**config.mk**
```make
export PLATFORM = sky130hd
export DESIGN_NAME = quoted_printable_byte_decoder
export DESIGN_NICKNAME = d
export VERILOG_FILES = /design/src/hdl/qpd_pkg.sv /design/src/hdl/qpd_in_reg.sv /design/src/hdl/qpd_decode.sv /design/src/hdl/qpd_out_reg.sv /design/src/hdl/quoted_printable_byte_decoder.sv
export SDC_FILE = /design/constraint.sdc
export NUM_CORES = 1
export LEC_CHECK = 0
export ABC_AREA = 1
export BUFFER_PORTS_ARGS = -buffer_cell sky130_fd_sc_hd__buf_4
export CAP_MARGIN = 20
export CORE_ASPECT_RATIO = 0.7
export CORE_MARGIN = 2
export CORE_UTILIZATION = 40
export CTS_CLUSTER_DIAMETER = 200
export DETAILED_ROUTE_END_ITERATION = 8
export GPL_ROUTABILITY_DRIVEN = 0
export RECOVER_POWER = 100
export SYNTH_ARGS = -nofsm -noshare
export SYNTH_HDL_FRONTEND = slang
export SYNTH_SLANG_ARGS = --single-unit
```
**constraint.sdc**
```tcl
create_clock -name clk -period 1.8 [get_ports clk]
set_input_delay 0.09 -clock clk [delete_from_list [all_inputs] [get_ports clk]]
set_output_delay 0.09 -clock clk [all_outputs]
set_load 0.02 [all_outputs]
```
**src/hdl/qpd_pkg.sv**
```systemverilog
// Package for the quoted-printable byte decoder: item and result types,
// the decode phase encoding, character constants and the hex digit lookup.
// No dependencies.
package qpd_pkg;

  localparam int unsigned ByteW = 8;
  localparam int unsigned NibW  = 4;

  localparam logic [ByteW-1:0] EscResetVal = 8'd61;  // '='
  localparam logic [ByteW-1:0] ChCr        = 8'h0D;
  localparam logic [ByteW-1:0] ChLf        = 8'h0A;
  localparam logic [ByteW-1:0] ChUpperA    = 8'h41;  // 'A'
  localparam logic [ByteW-1:0] ChLowerA    = 8'h61;  // 'a'
  localparam logic [ByteW-1:0] ChZero      = 8'h30;  // '0'
  localparam logic [ByteW-1:0] HexTen      = 8'd10;

  // Decode phase, one-hot.
  typedef enum logic [3:0] {
    PH_NORMAL = 4'b0001,
    PH_ESC    = 4'b0010,
    PH_ESC_CR = 4'b0100,
    PH_LOW    = 4'b1000
  } phase_t;

  // One input transaction.
  typedef struct packed {
    logic [ByteW-1:0] data;
    logic             last;
  } item_t;

  // One result transaction.
  typedef struct packed {
    logic [ByteW-1:0] data;
    logic             valid;
    logic             error;
    logic             done;
  } res_t;

  // Hex digit lookup.
  typedef struct packed {
    logic            bad;
    logic [NibW-1:0] value;
  } hex_t;

  function automatic hex_t hex_value(input logic [ByteW-1:0] c);
    logic [ByteW-1:0] diff;
    hex_t             h;
    h.bad   = 1'b0;
    h.value = '0;
    if (c inside {[8'h41:8'h46]}) begin
      diff    = c - ChUpperA + HexTen;
      h.value = diff[NibW-1:0];
    end else if (c inside {[8'h61:8'h66]}) begin
      diff    = c - ChLowerA + HexTen;
      h.value = diff[NibW-1:0];
    end else if (c inside {[8'h30:8'h39]}) begin
      diff    = c - ChZero;
      h.value = diff[NibW-1:0];
    end else begin
      h.bad = 1'b1;
    end
    return h;
  endfunction

endpackage

```
**src/hdl/qpd_in_reg.sv**
```systemverilog
// Input register stage of the quoted-printable byte decoder.
// Depends on qpd_pkg for the item type.
module qpd_in_reg import qpd_pkg::*; (
  input  logic  clk,
  input  logic  rst_n,
  input  logic  in_valid,
  output logic  in_ready,
  input  item_t in_item,
  output logic  s1_valid,
  input  logic  s1_take,
  output item_t s1_item
);

  logic  valid_r;
  item_t item_r;

  // The stage takes a new transaction when it is empty or being drained.
  assign in_ready = !valid_r || s1_take;
  assign s1_valid = valid_r;
  assign s1_item  = item_r;

  always_ff @(posedge clk) begin
    if (!rst_n) begin
      valid_r <= 1'b0;
    end else if (in_ready) begin
      valid_r <= in_valid;
    end
  end

  // Payload needs no reset.
  always_ff @(posedge clk) begin
    if (in_ready && in_valid) begin
      item_r <= in_item;
    end
  end

endmodule

```
**src/hdl/qpd_decode.sv**
```systemverilog
// Decode logic and string state of the quoted-printable byte decoder.
// Depends on qpd_pkg for types, phase codes and the hex lookup.
module qpd_decode import qpd_pkg::*; (
  input  logic             clk,
  input  logic             rst_n,
  input  logic [ByteW-1:0] escape_char,
  input  logic             fire,
  input  item_t            item,
  output res_t             res
);

  phase_t          phase_r, phase_nxt;
  logic [NibW-1:0] nib_r, nib_nxt;
  logic            err_r, err_nxt;
  logic            as_normal;
  logic [ByteW-1:0] obyte;
  logic            ovalid;
  hex_t            hx;

  assign hx = hex_value(item.data);

  // Phase update and output byte for the byte in the input register.
  always_comb begin
    phase_nxt = phase_r;
    nib_nxt   = nib_r;
    err_nxt   = err_r;
    as_normal = 1'b0;
    obyte     = '0;
    ovalid    = 1'b0;
    if (!err_r) begin
      case (phase_r)
        PH_NORMAL: begin
          as_normal = 1'b1;
        end
        PH_ESC: begin
          if (item.last) begin
            phase_nxt = PH_NORMAL;
          end else if (item.data == ChCr) begin
            phase_nxt = PH_ESC_CR;
          end else if (item.data == ChLf) begin
            phase_nxt = PH_NORMAL;
          end else if (hx.bad) begin
            err_nxt   = 1'b1;
            phase_nxt = PH_NORMAL;
          end else begin
            nib_nxt   = hx.value;
            phase_nxt = PH_LOW;
          end
        end
        PH_ESC_CR: begin
          phase_nxt = PH_NORMAL;
          as_normal = (item.data != ChLf);
        end
        PH_LOW: begin
          phase_nxt = PH_NORMAL;
          if (hx.bad) begin
            err_nxt = 1'b1;
          end else begin
            obyte  = {nib_r, hx.value};
            ovalid = 1'b1;
          end
        end
        default: begin
          phase_nxt = PH_NORMAL;
        end
      endcase
    end
    // Ordinary byte: either it opens an escape or it passes through.
    if (as_normal) begin
      if (item.data == escape_char) begin
        phase_nxt = PH_ESC;
      end else begin
        obyte  = item.data;
        ovalid = 1'b1;
      end
    end
  end

  assign res.data  = obyte;
  assign res.valid = ovalid;
  assign res.error = err_nxt;
  assign res.done  = item.last;

  // String state; everything returns to reset after the last byte.
  always_ff @(posedge clk) begin
    if (!rst_n) begin
      phase_r <= PH_NORMAL;
      nib_r   <= '0;
      err_r   <= 1'b0;
    end else if (fire) begin
      if (item.last) begin
        phase_r <= PH_NORMAL;
        nib_r   <= '0;
        err_r   <= 1'b0;
      end else begin
        phase_r <= phase_nxt;
        nib_r   <= nib_nxt;
        err_r   <= err_nxt;
      end
    end
  end

endmodule

```
**src/hdl/qpd_out_reg.sv**
```systemverilog
// Result register stage of the quoted-printable byte decoder.
// Depends on qpd_pkg for the result type.
module qpd_out_reg import qpd_pkg::*; (
  input  logic clk,
  input  logic rst_n,
  input  logic load_valid,
  output logic load_ready,
  input  res_t load_res,
  output logic out_res_valid,
  input  logic out_res_ready,
  output res_t out_res
);

  logic valid_r;
  res_t res_r;

  // Loads when empty or when the held result leaves in this cycle.
  assign load_ready    = !valid_r || out_res_ready;
  assign out_res_valid = valid_r;
  assign out_res       = res_r;

  always_ff @(posedge clk) begin
    if (!rst_n) begin
      valid_r <= 1'b0;
    end else if (load_ready) begin
      valid_r <= load_valid;
    end
  end

  always_ff @(posedge clk) begin
    if (load_ready && load_valid) begin
      res_r <= load_res;
    end
  end

endmodule

```
**src/hdl/quoted_printable_byte_decoder.sv**
```systemverilog
// Top level of the quoted-printable byte decoder: input register, decode
// logic with string state, result register. Depends on qpd_pkg and the qpd_ modules.
//
//   Channel  Handshake                      Payload
//   input    in_valid / in_ready            in_byte, in_last_byte
//   result   out_res_valid / out_res_ready  out_byte, out_valid,
//                                           out_decode_error, out_string_done
//   config   cfg_wr_en                      cfg_wr_data (escape character)
//
// One transaction in and one result out per cycle when neither side stalls.
// A result passes from the input register through the decode logic into the result register, where it shows.
// Reset returns the escape character to '=' and clears all string state.
// A stalled result holds in the result register while the input register
// still takes one more transaction; the decode state advances only when
// a byte moves from the input register into the result register.
module quoted_printable_byte_decoder import qpd_pkg::*; (
  input  logic             clk,
  input  logic             rst_n,
  input  logic             in_valid,
  output logic             in_ready,
  input  logic [ByteW-1:0] in_byte,
  input  logic             in_last_byte,
  output logic             out_res_valid,
  input  logic             out_res_ready,
  output logic [ByteW-1:0] out_byte,
  output logic             out_valid,
  output logic             out_decode_error,
  output logic             out_string_done,
  input  logic             cfg_wr_en,
  input  logic [ByteW-1:0] cfg_wr_data
);

  logic [ByteW-1:0] esc_r;
  item_t            in_item, s1_item;
  logic             s1_valid, load_ready, fire;
  res_t             dec_res, out_res;

  // Escape character register.
  always_ff @(posedge clk) begin
    if (!rst_n) begin
      esc_r <= EscResetVal;
    end else if (cfg_wr_en) begin
      esc_r <= cfg_wr_data;
    end
  end

  assign in_item.data = in_byte;
  assign in_item.last = in_last_byte;
  assign fire         = s1_valid && load_ready;

  qpd_in_reg u_in_reg (
    .clk      (clk),
    .rst_n    (rst_n),
    .in_valid (in_valid),
    .in_ready (in_ready),
    .in_item  (in_item),
    .s1_valid (s1_valid),
    .s1_take  (load_ready),
    .s1_item  (s1_item)
  );

  qpd_decode u_decode (
    .clk         (clk),
    .rst_n       (rst_n),
    .escape_char (esc_r),
    .fire        (fire),
    .item        (s1_item),
    .res         (dec_res)
  );

  qpd_out_reg u_out_reg (
    .clk           (clk),
    .rst_n         (rst_n),
    .load_valid    (s1_valid),
    .load_ready    (load_ready),
    .load_res      (dec_res),
    .out_res_valid (out_res_valid),
    .out_res_ready (out_res_ready),
    .out_res       (out_res)
  );

  assign out_byte         = out_res.data;
  assign out_valid        = out_res.valid;
  assign out_decode_error = out_res.error;
  assign out_string_done  = out_res.done;

endmodule

```
* After elaboration in Yosys (flattened, before gate mapping)
Index checks and enable logic that the tools add are counted.
** Operators by class
- $lt $le $gt $ge :: 6
- Multiplexer cells :: 39
- Eq/ne operators :: 12
- Reductions and logical operators :: 11
- Add/subtract/negate cells :: 5
** Operator list (count)
- $mux W4 :: 16
- $mux W8 :: 5
- $eq A8 B4 Y1 const B :: 2
- $ge A8 B7 Y1 const B :: 2
- $le A8 B7 Y1 const B :: 2
- $mux W1 :: 15
- $sub A4 B1 Y4 const B :: 3
- $add A4 B4 Y4 const B :: 2
- $eq A8 B8 Y1 :: 1
- $ge A8 B6 Y1 const B :: 1
- $le A8 B6 Y1 const B :: 1
- $ne A2 B2 Y1 const B :: 4
- $ne A8 B4 Y1 const B :: 1
- $pmux W4 S2 :: 1
- $reduce_and A6 Y1 :: 1
- $logic_and A1 B1 Y1 :: 5
- $eq A4 B1 Y1 const B :: 1
- $eq A4 B2 Y1 const B :: 1
- $eq A4 B3 Y1 const B :: 1
- $eq A4 B4 Y1 const B :: 1
- $pmux W1 S2 :: 2
- $logic_not A1 Y1 :: 2
- $logic_or A1 B1 Y1 :: 2
- $reduce_bool A2 Y1 :: 1
** Storage, ports and cells
- Output and inout port bits :: 13
- Register bits :: 39
- Logic and storage cells :: 85
- Input bits :: 22

* Depth between registers and ports, before layout
Gate-level depths: netlist (run 1).
- Depth in word-level cells :: 13
- Mapped depth :: 13
- Gate-level depth less buffers :: 13

* Modules after synthesis
Synthesis (run 1) repeated with hierarchy kept, for this count alone.
** Second synthesis, totals
- Cell total of the unflattened synthesis :: 241
- Area, all modules :: 1976.9 µm²
** By module, submodules not included
- qpd_decode :: cells an instance 164, instances 1, area each 964.7 µm²
- qpd_out_reg :: cells an instance 18, instances 1, area each 381.6 µm²
- qpd_in_reg :: cells an instance 16, instances 1, area each 321.6 µm²
- quoted_printable_byte_decoder :: cells an instance 43, instances 1, area each 309.0 µm²

* Worst setup path after synthesis (run 1)
No wires, ideal clock.
- Path type :: reg-to-reg
- Start point :: register u_in_reg.item_r (netlist bit u_in_reg.s1_item[1])
- End point :: register u_decode.phase_r[0]
- Stages on the path, launching flop included :: 14
- Setup time :: 0.115 ns
- Path buffers :: 0
- Arrival time :: 1.456 ns
- Setup slack :: 0.229 ns
- Clock period less this slack :: 1.571 ns
- Cell sequence :: edfxtp_1 -> inv_1 -> ha_1 -> nand2_1 -> nand3_2 -> nand3_2 -> nand2_2 -> nand2_1 -> nand2_1 -> nand2_1 -> nand2_1 -> nand2_1 -> nand2_1 -> nand2_1
** On the way
- Longest elaborated chain between the ends :: 13
- Elaborated cells between the ends (all ways) :: 26
- Those cells by class :: order compare (6); eq/ne (4); mux (13); reduce/logical (3)
** Ends and longest elaborated chain
- start, declared :: RTL line qpd_in_reg.sv:15 : item_t item_r;
- start signal, assigned :: RTL line qpd_in_reg.sv:33 : item_r <= in_item;
- $ge A8 B6 Y1 / $le A8 B6 Y1 (equally long branches) :: RTL line qpd_pkg.sv:56 : end else if (c inside {[8'h30:8'h39]}) begin
- $logic_and A1 B1 Y1 :: RTL line qpd_pkg.sv:56
- $mux W1 :: RTL line qpd_pkg.sv:56
- $mux W1 :: RTL line qpd_pkg.sv:53 : end else if (c inside {[8'h61:8'h66]}) begin
- $mux W1 :: RTL line qpd_pkg.sv:50 : if (c inside {[8'h41:8'h46]}) begin
- $mux W4 :: RTL line qpd_decode.sv:42 : end else if (hx.bad) begin
- $mux W4 :: RTL line qpd_decode.sv:40 : end else if (item.data == ChLf) begin
- $mux W4 :: RTL line qpd_decode.sv:38 : end else if (item.data == ChCr) begin
- $pmux W4 S2 :: RTL line qpd_decode.sv:31 : case (phase_r)
- $mux W4 :: RTL line qpd_decode.sv:30 : if (!err_r) begin
- $mux W4 :: RTL line qpd_decode.sv:70 : if (item.data == escape_char) begin
- $mux W4 (*) :: RTL line qpd_decode.sv:69 : if (as_normal) begin
- $mux W4 (*) :: RTL line qpd_decode.sv:91 : if (item.last) begin
- end signal, assigned :: RTL line qpd_decode.sv:96 : phase_r <= phase_nxt;
- end, declared :: RTL line qpd_decode.sv:12 : phase_t phase_r, phase_nxt;
Every way passes the cells marked *; elsewhere a longest branch is shown, timed or not.
A chain may end at the register's enable or synchronous reset.

==> summary.txt, run 1 <==
Critical path
  – Worst path max stage delay: 0.44 ns
  – Crit-path cells: inv_1, ha_1, nand3_1, o21ai_1, a21oi_2, o21ai_4, o22ai_1
  – Crit Path Category: reg2reg
  – Slowest cell on the critical path: edfxtp_1
  – Crit path buffers/inverters: 1
  – Worst r2r dst: u_out_reg.out_res[5]
  – Required @ worst endpoint: 1.81 ns
  – Worst r2r src: u_in_reg.s1_item[1]
  – CP startpoint kind: flop
  – Worst EP arrival: 1.68 ns
  – Worst reg2reg path depth: 7
  – Worst reg2reg setup slack: 0.13 ns
  – CP delay by family, top: compound AO/OA/AOI/OAI gates
  – Worst Setup End Kind: flop
  – Critical Path Fanout Max: 9

Synth
  – Syn_nets: 255
  – YS warnings: 0
  – Synthesized netlist cell count: 229
  – Register bit total from synthesis: 39
  – Post-synth EDFFs: 20
  – Synth cell types: 31
  – Syn avg cell area: 8.67 um2
  – Synth top area share: 30.3%
  – Sequential share of the synthesized area: 49.4%
  – Synthesized cell area: 0.00198 mm2
  – Synth area leader: edfxtp_1
  – Area contributors post-synth: edfxtp_1, dfxtp_1, nand2_1, nor2_1, inv_1
  – Main synth FF type: edfxtp_1
  – Ys async rst share: 0%

Global routing
  – Largest net degree at the start of global routing: 16
  – Total Routing Usage GR: 16.4%
  – Initial antenna violation count: 0
  – GRT Residual Overflow: 0
  – First-pass GRT wire length: 7080 um
  – Vias in the first global route: 1527

Hold path
  – Hold Path Sink: esc_r[3]
  – Min-delay src: cfg_wr_data[3]
  – Hold depth: 3
  – Hold Crit Class: in2reg

Detailed routing
  – Routed WL per cell: 11.9 um
  – DRT Pass-1 Iters: 6
  – ANT nets after route: 0
  – Detailed-route via count: 1658
  – Vias per cell: 4.71
  – DRC viols: 0
  – Post-Route WL: 4190 um
  – Initial detailed-routing violation count: 150

Floorplanning
  – Area of the core: 0.00478 mm2
  – Starting density of the core: 41.5%
  – Rows: 21
  – Die area: 0.00555 mm2
  – I/O pins: 35
  – Die height: 62.9 um
  – Die width: 88.2 um

Layout
  – Final core utilization: 52.4%
  – Post-Layout Inst Area: 0.00250 mm2
  – Filler Cells Inserted: 489
  – Most frequent cells in the layout: nand2_1, nor2_1, inv_1
  – Final net count: 308
  – Most common cell after layout, fill and taps aside: nand2_1
  – P&R area growth vs syn: 26.2%
  – Share of cells above drive strength 1: 20.5%
  – Diodes inserted: 0

Clock network
  – Clock-pin slew on the worst setup and hold paths: 0.07 ns
  – Clock Tree Buf Depth: 2
  – Worst skew pair latency: 0.29 ns
  – H-tree levels: 2
  – Sink Count: 39
  – Total CTS buffers: 5
  – CTS tree: done
  – Clk root buf: clkbuf_8

STA
  – Setup violators final: 0
  – Setup TNS: 0 ns
  – Crit share post-route: 92.9%
  – Pin slew with the least headroom to its limit: 0.573 ns
  – Setup ws final: 0.128 ns
  – Fin crit period: 1.67 ns
  – Final count of hold timing violations: 0
  – Setup Skew: 0.00894 ns
  – Worst rel slew slack: 61.7%
  – Max Freq: 598 MHz
  – Pins Over Slew Limit: 0

Placement
  – PortBufs: 34
  – Hpwl dp: 3140 um
  – Worst slack, placed: 0.0654 ns
  – Placed cell area: 0.00234 mm2

Pwr
  – Leak: 1.01 nW
  – Worst vdd rail ir drop: 0.464 mV
  – Power density over the cells: 744 mW/mm2

Flow run
  – Maxcap violations: 0

Outcome
  – Status: finished clean
-- worst reg2reg max path, cell delays in order, from the launching register on --
cell,delay [ns]
edfxtp_1,0.44
inv_1,0.13
ha_1,0.17
nand3_1,0.10
o21ai_1,0.17
a21oi_2,0.11
o21ai_4,0.13
o22ai_1,0.15
-- Yosys cell counts, drive strengths merged (3+ instances only) --
cell,number
nand2,54
nor2,34
inv,23
edfxtp,20
nand3,20
dfxtp,19
o21ai,13
a21oi,10
nand4,6
o22ai,6
xor2,5
ha,4
xnor2,4
buf,3
-- kinds of logic (layout without fill, tap and decap cells) --
family                     count (synthesis)  after routing  share of synthesized area [%]
AOI/OAI and AO/OA                         30             30                           8.58
DFF                                       39             39                           49.4
and+or+nand+nor                          118            118                           29.3
buffers and inverters                     29             83                           6.24
xor gates and xnor gates                   9              9                           3.97
adders and majority gates                  4              4                           2.52
-- sequential cells by signal, summed over array words and instances (netlist names) --
register	count
esc_r	8
u_decode.err_r	1
u_decode.nib_r	4
u_decode.phase_r	4
u_in_reg.s1_item	9
u_in_reg.s1_valid	1
u_out_reg.out_res	11
u_out_reg.out_res_valid	1
-- how the worst max path moves through the flow --
| stage | slack, ns | cells after the start | start | endpoint |
|---|---|---|---|---|
| 2_1_floorplan | 0.23 | 13 | u_in_reg.s1_item[1] | u_decode.phase_r[0] |
| 3_3_place_gp | 0.13 | 7 | u_in_reg.s1_item[1] | u_out_reg.out_res[5] |
| 3_5_place_dp | 0.07 | 7 | u_in_reg.s1_item[1] | u_out_reg.out_res[5] |
| 4_1_cts | 0.06 | 7 | u_in_reg.s1_item[1] | u_out_reg.out_res[5] |
| 5_1_grt | -0.03 | 13 | u_in_reg.s1_item[2] | u_decode.phase_r[0] |
| 6_report | 0.13 | 7 | u_in_reg.s1_item[1] | u_out_reg.out_res[5] |
-- report_power, final --
part | internal (W) | total, W | switching [W]
logic | 0.000110 | 0.000252 | 0.000143
registers | 0.000984 | 0.00101 | 0.0000311
clock network | 0.000309 | 0.000595 | 0.000286
total | 0.00140 | 0.00186 | 0.000460
-- what timing repair did --
action | CTS | global route
resized for setup | 0 | 5
buffers inserted | 0 | 2
hold buffers | 9 | 0
endpoints found under the setup margin | 0 | 8
hold endpoints to repair | 9 | 0
-- final cells by class --
type / instances / area [um2] / area share [%]
multi-input cells: 161 / 902 / 36.0
clock inverters: 1 / 5.00 / 0.200
well taps: 69 / 86.3 / 3.45
clock buffers: 7 / 86.3 / 3.45
inverters: 24 / 90.1 / 3.60
flip-flops and latches: 39 / 981 / 39.2
repair buffers: 51 / 353 / 14.1
-- metrics by stage --
step                std cells  hold slack (ns)  power, W
finish                    352           0.0111   0.00186
global route              352           0.0136   0.00196
CTS                       350          0.00686   0.00189
detailed placement        333            0.270   0.00128
global placement          333            0.268   0.00128
floorplan                 229            0.189   0.00118
-- routing by layer --
metal / wire [um] / share of wire (%) / global-route usage (%) / up-vias
met5: 0 / 0 / 0 / -
met4: 14 / 0.33 / 3.98 / 0
met3: 332 / 7.9 / 4.10 / 2
met2: 1660 / 40 / 21.9 / 62
met1: 2180 / 52 / 25.9 / 734
li1: - / - / - / 860
Note: power is estimated with default switching activity, not from simulation.
==> run 2, diff against run 1 <==
- HOLD_SLACK_MARGIN: not set -> 0.08
==> summary.txt, run 2 (synthesis results as in run 1) <==
Floorplanning
  – Rows: 21 (unchanged)
  – I/O pins: 35 (unchanged)
  – Die width: 88.2 um (unchanged)
  – Die height: 62.9 um (unchanged)
  – Die area: 0.00555 mm2 (unchanged)
  – Starting density of the core: 41.5% (unchanged)
  – Area of the core: 0.00478 mm2 (unchanged)

STA
  – Worst rel slew slack: 59.3% (-2.4 points)
  – Setup violators final: 0 (unchanged)
  – Pin slew with the least headroom to its limit: 0.610 ns (+0.0368 ns)
  – Crit share post-route: 92.9% (about the same)
  – Final count of hold timing violations: 0 (unchanged)
  – Pins Over Slew Limit: 0 (unchanged)
  – Fin crit period: 1.67 ns (-0.000897 ns)
  – Setup Skew: 0.0103 ns (+0.00139 ns)
  – Max Freq: 598 MHz (about the same)

Hold path
  – Hold Crit Class: in2reg
  – Min-delay src: cfg_wr_en

Global routing
  – GRT Residual Overflow: 0 (unchanged)
  – Initial antenna violation count: 0 (unchanged)
  – Total Routing Usage GR: 17.0% (+0.67 points)
  – Largest net degree at the start of global routing: 16 (unchanged)
  – First-pass GRT wire length: 7320 um (+3.4%)
  – Vias in the first global route: 1530 (+0.20%)

Pwr
  – Final total power: 0.00189 W (+1.6%)
  – Leak: 1.06 nW (+4.6%)
  – Combinational Power Share: 14.5% (+0.9 points)
  – Seq pwr share: 53.6% (-0.9 points)
  – Worst vdd rail ir drop: 0.520 mV (+12%)
  – Sw frac: 25.0% (+0.29 points)
  – Internal power: 0.00142 W (+1.3%)
  – Switching Power: 0.000473 W (+2.8%)
  – Power density over the cells: 721 mW/mm2 (-3.0%)
  – Clock power frac: 31.9% (about the same)

Critical path
  – CP startpoint kind: flop
  – Crit path buffers/inverters: 1 (unchanged)
  – Worst EP arrival: 1.69 ns (about the same)
  – CP delay by family, top: compound AO/OA/AOI/OAI gates
  – Worst Setup End Kind: flop
  – Critical Path Fanout Max: 9 (unchanged)
  – Worst reg2reg setup slack: 0.13 ns (about the same)
  – Worst setup startpoint: u_in_reg.s1_item[1]
  – Worst path max stage delay: 0.44 ns (about the same)
  – Crit-path cells: inv_1, ha_1, nand3_1, o21ai_1, a21oi_2, o21ai_4, o22ai_1
  – Worst r2r src: u_in_reg.s1_item[1]
  – Crit Path Category: reg2reg
  – Required @ worst endpoint: 1.81 ns (about the same)
  – Slowest cell on the critical path: edfxtp_1

Clock network
  – Clk root buf: clkbuf_8
  – CTS tree: done
  – Worst skew pair latency: 0.29 ns (about the same)
  – Clock Tree Buf Depth: 2 (unchanged)
  – H-tree levels: 2 (unchanged)
  – Sink Count: 39 (unchanged)
  – Clock-pin slew on the worst setup and hold paths: 0.08 ns (about the same)
  – Total CTS buffers: 5 (unchanged)

Detailed routing
  – ANT nets after route: 0 (unchanged)
  – Routed WL per cell: 12.1 um (+1.5%)
  – Vias per cell: 4.65 (-1.2%)
  – Post-Route WL: 4400 um (+4.9%)
  – Detailed-route via count: 1694 (+2.2%)
  – DRC viols: 0 (unchanged)
  – DRT Pass-1 Iters: 4 (-2)
  – Initial detailed-routing violation count: 142 (-5.3%)

Placement
  – Placed cell area: 0.00234 mm2 (unchanged)
  – Hpwl dp: 3140 um (unchanged)
  – PortBufs: 34 (unchanged)

Layout
  – Final net count: 320 (+3.9%)
  – Diodes inserted: 0 (unchanged)
  – Most common cell after layout, fill and taps aside: nand2_1
  – Most frequent cells in the layout: nand2_1, nor2_1, inv_1, dlygate4sd3_1, edfxtp_1
  – Filler Cells Inserted: 487 (-0.41%)
  – Post-Layout Inst Area: 0.00262 mm2 (+4.8%)
  – Share of cells above drive strength 1: 19.7% (-0.83 points)
  – P&R area growth vs syn: 32.2%
  – Number of flip-flops in the largest register: 11 (unchanged)

Outcome
  – Status: finished clean

Flow run
  – Maxcap violations: 0 (unchanged)
run 2: final timing paths:
kind	endpoint	cells after the start
worst min register to register	esc_r[2]	2
worst max-delay path	u_out_reg.out_res[5]	7
worst max register to register	u_out_reg.out_res[5]	7
worst min-delay path	esc_r[2]	3
run 2: worst reg2reg max path, cell delays in order (launching register included):
cell	delay [ns]
edfxtp_1	0.44
inv_1	0.13
ha_1	0.17
nand3_1	0.10
o21ai_1	0.18
a21oi_2	0.11
o21ai_4	0.13
o22ai_1	0.14
run 2: layer usage:
metal | track usage [%] | vias up | part of all wire, %
li1 | - | 882 | -
met1 | 26.4 | 759 | 52
met2 | 23.6 | 51 | 41
met3 | 4.10 | 2 | 6.6
met4 | 3.98 | 0 | 0.32
met5 | 0 | - | 0
run 2: power groups by stage:
stage | sequential [W] | combinational, W | clock (W)
after global placement | 0.00104 | 0.000240 | 0
after floorplan | 0.00104 | 0.000136 | 0
final | 0.00101 | 0.000275 | 0.000603
after detailed placement | 0.00104 | 0.000242 | 0
after CTS | 0.00102 | 0.000279 | 0.000618
after global routing | 0.00102 | 0.000307 | 0.000663
run 2: layout make-up:
cell class,count,area [um2],area share [%]
repair buffers,63,473,18.0
inverters,24,90.1,3.43
flip-flops and latches,39,981,37.4
clock buffers,7,86.3,3.29
multi-input cells,161,902,34.4
well taps,69,86.3,3.29
clock inverters,1,5.00,0.191
run 2: through the flow:
stage	hold slack, ns	util (%)	setup WS [ns]	setup TNS, ns	instances
after floorplan	0.189	-	0.229	0	229
after global placement	0.268	48.9	0.127	0	333
after detailed placement	0.270	48.9	0.0654	0	333
after CTS	0.0804	55.2	0.0343	0	362
after global routing	0.0917	54.9	-0.0336	-0.0756	364
final	0.0792	54.9	0.128	0	364
run 2: repair_timing:
action / in CTS / in global routing
resized for setup: 0 / 5
setup buffers: 0 / 2
endpoints found under the setup margin: 0 / 11
hold endpoints to repair: 18 / 1
hold buffers: 21 / 1
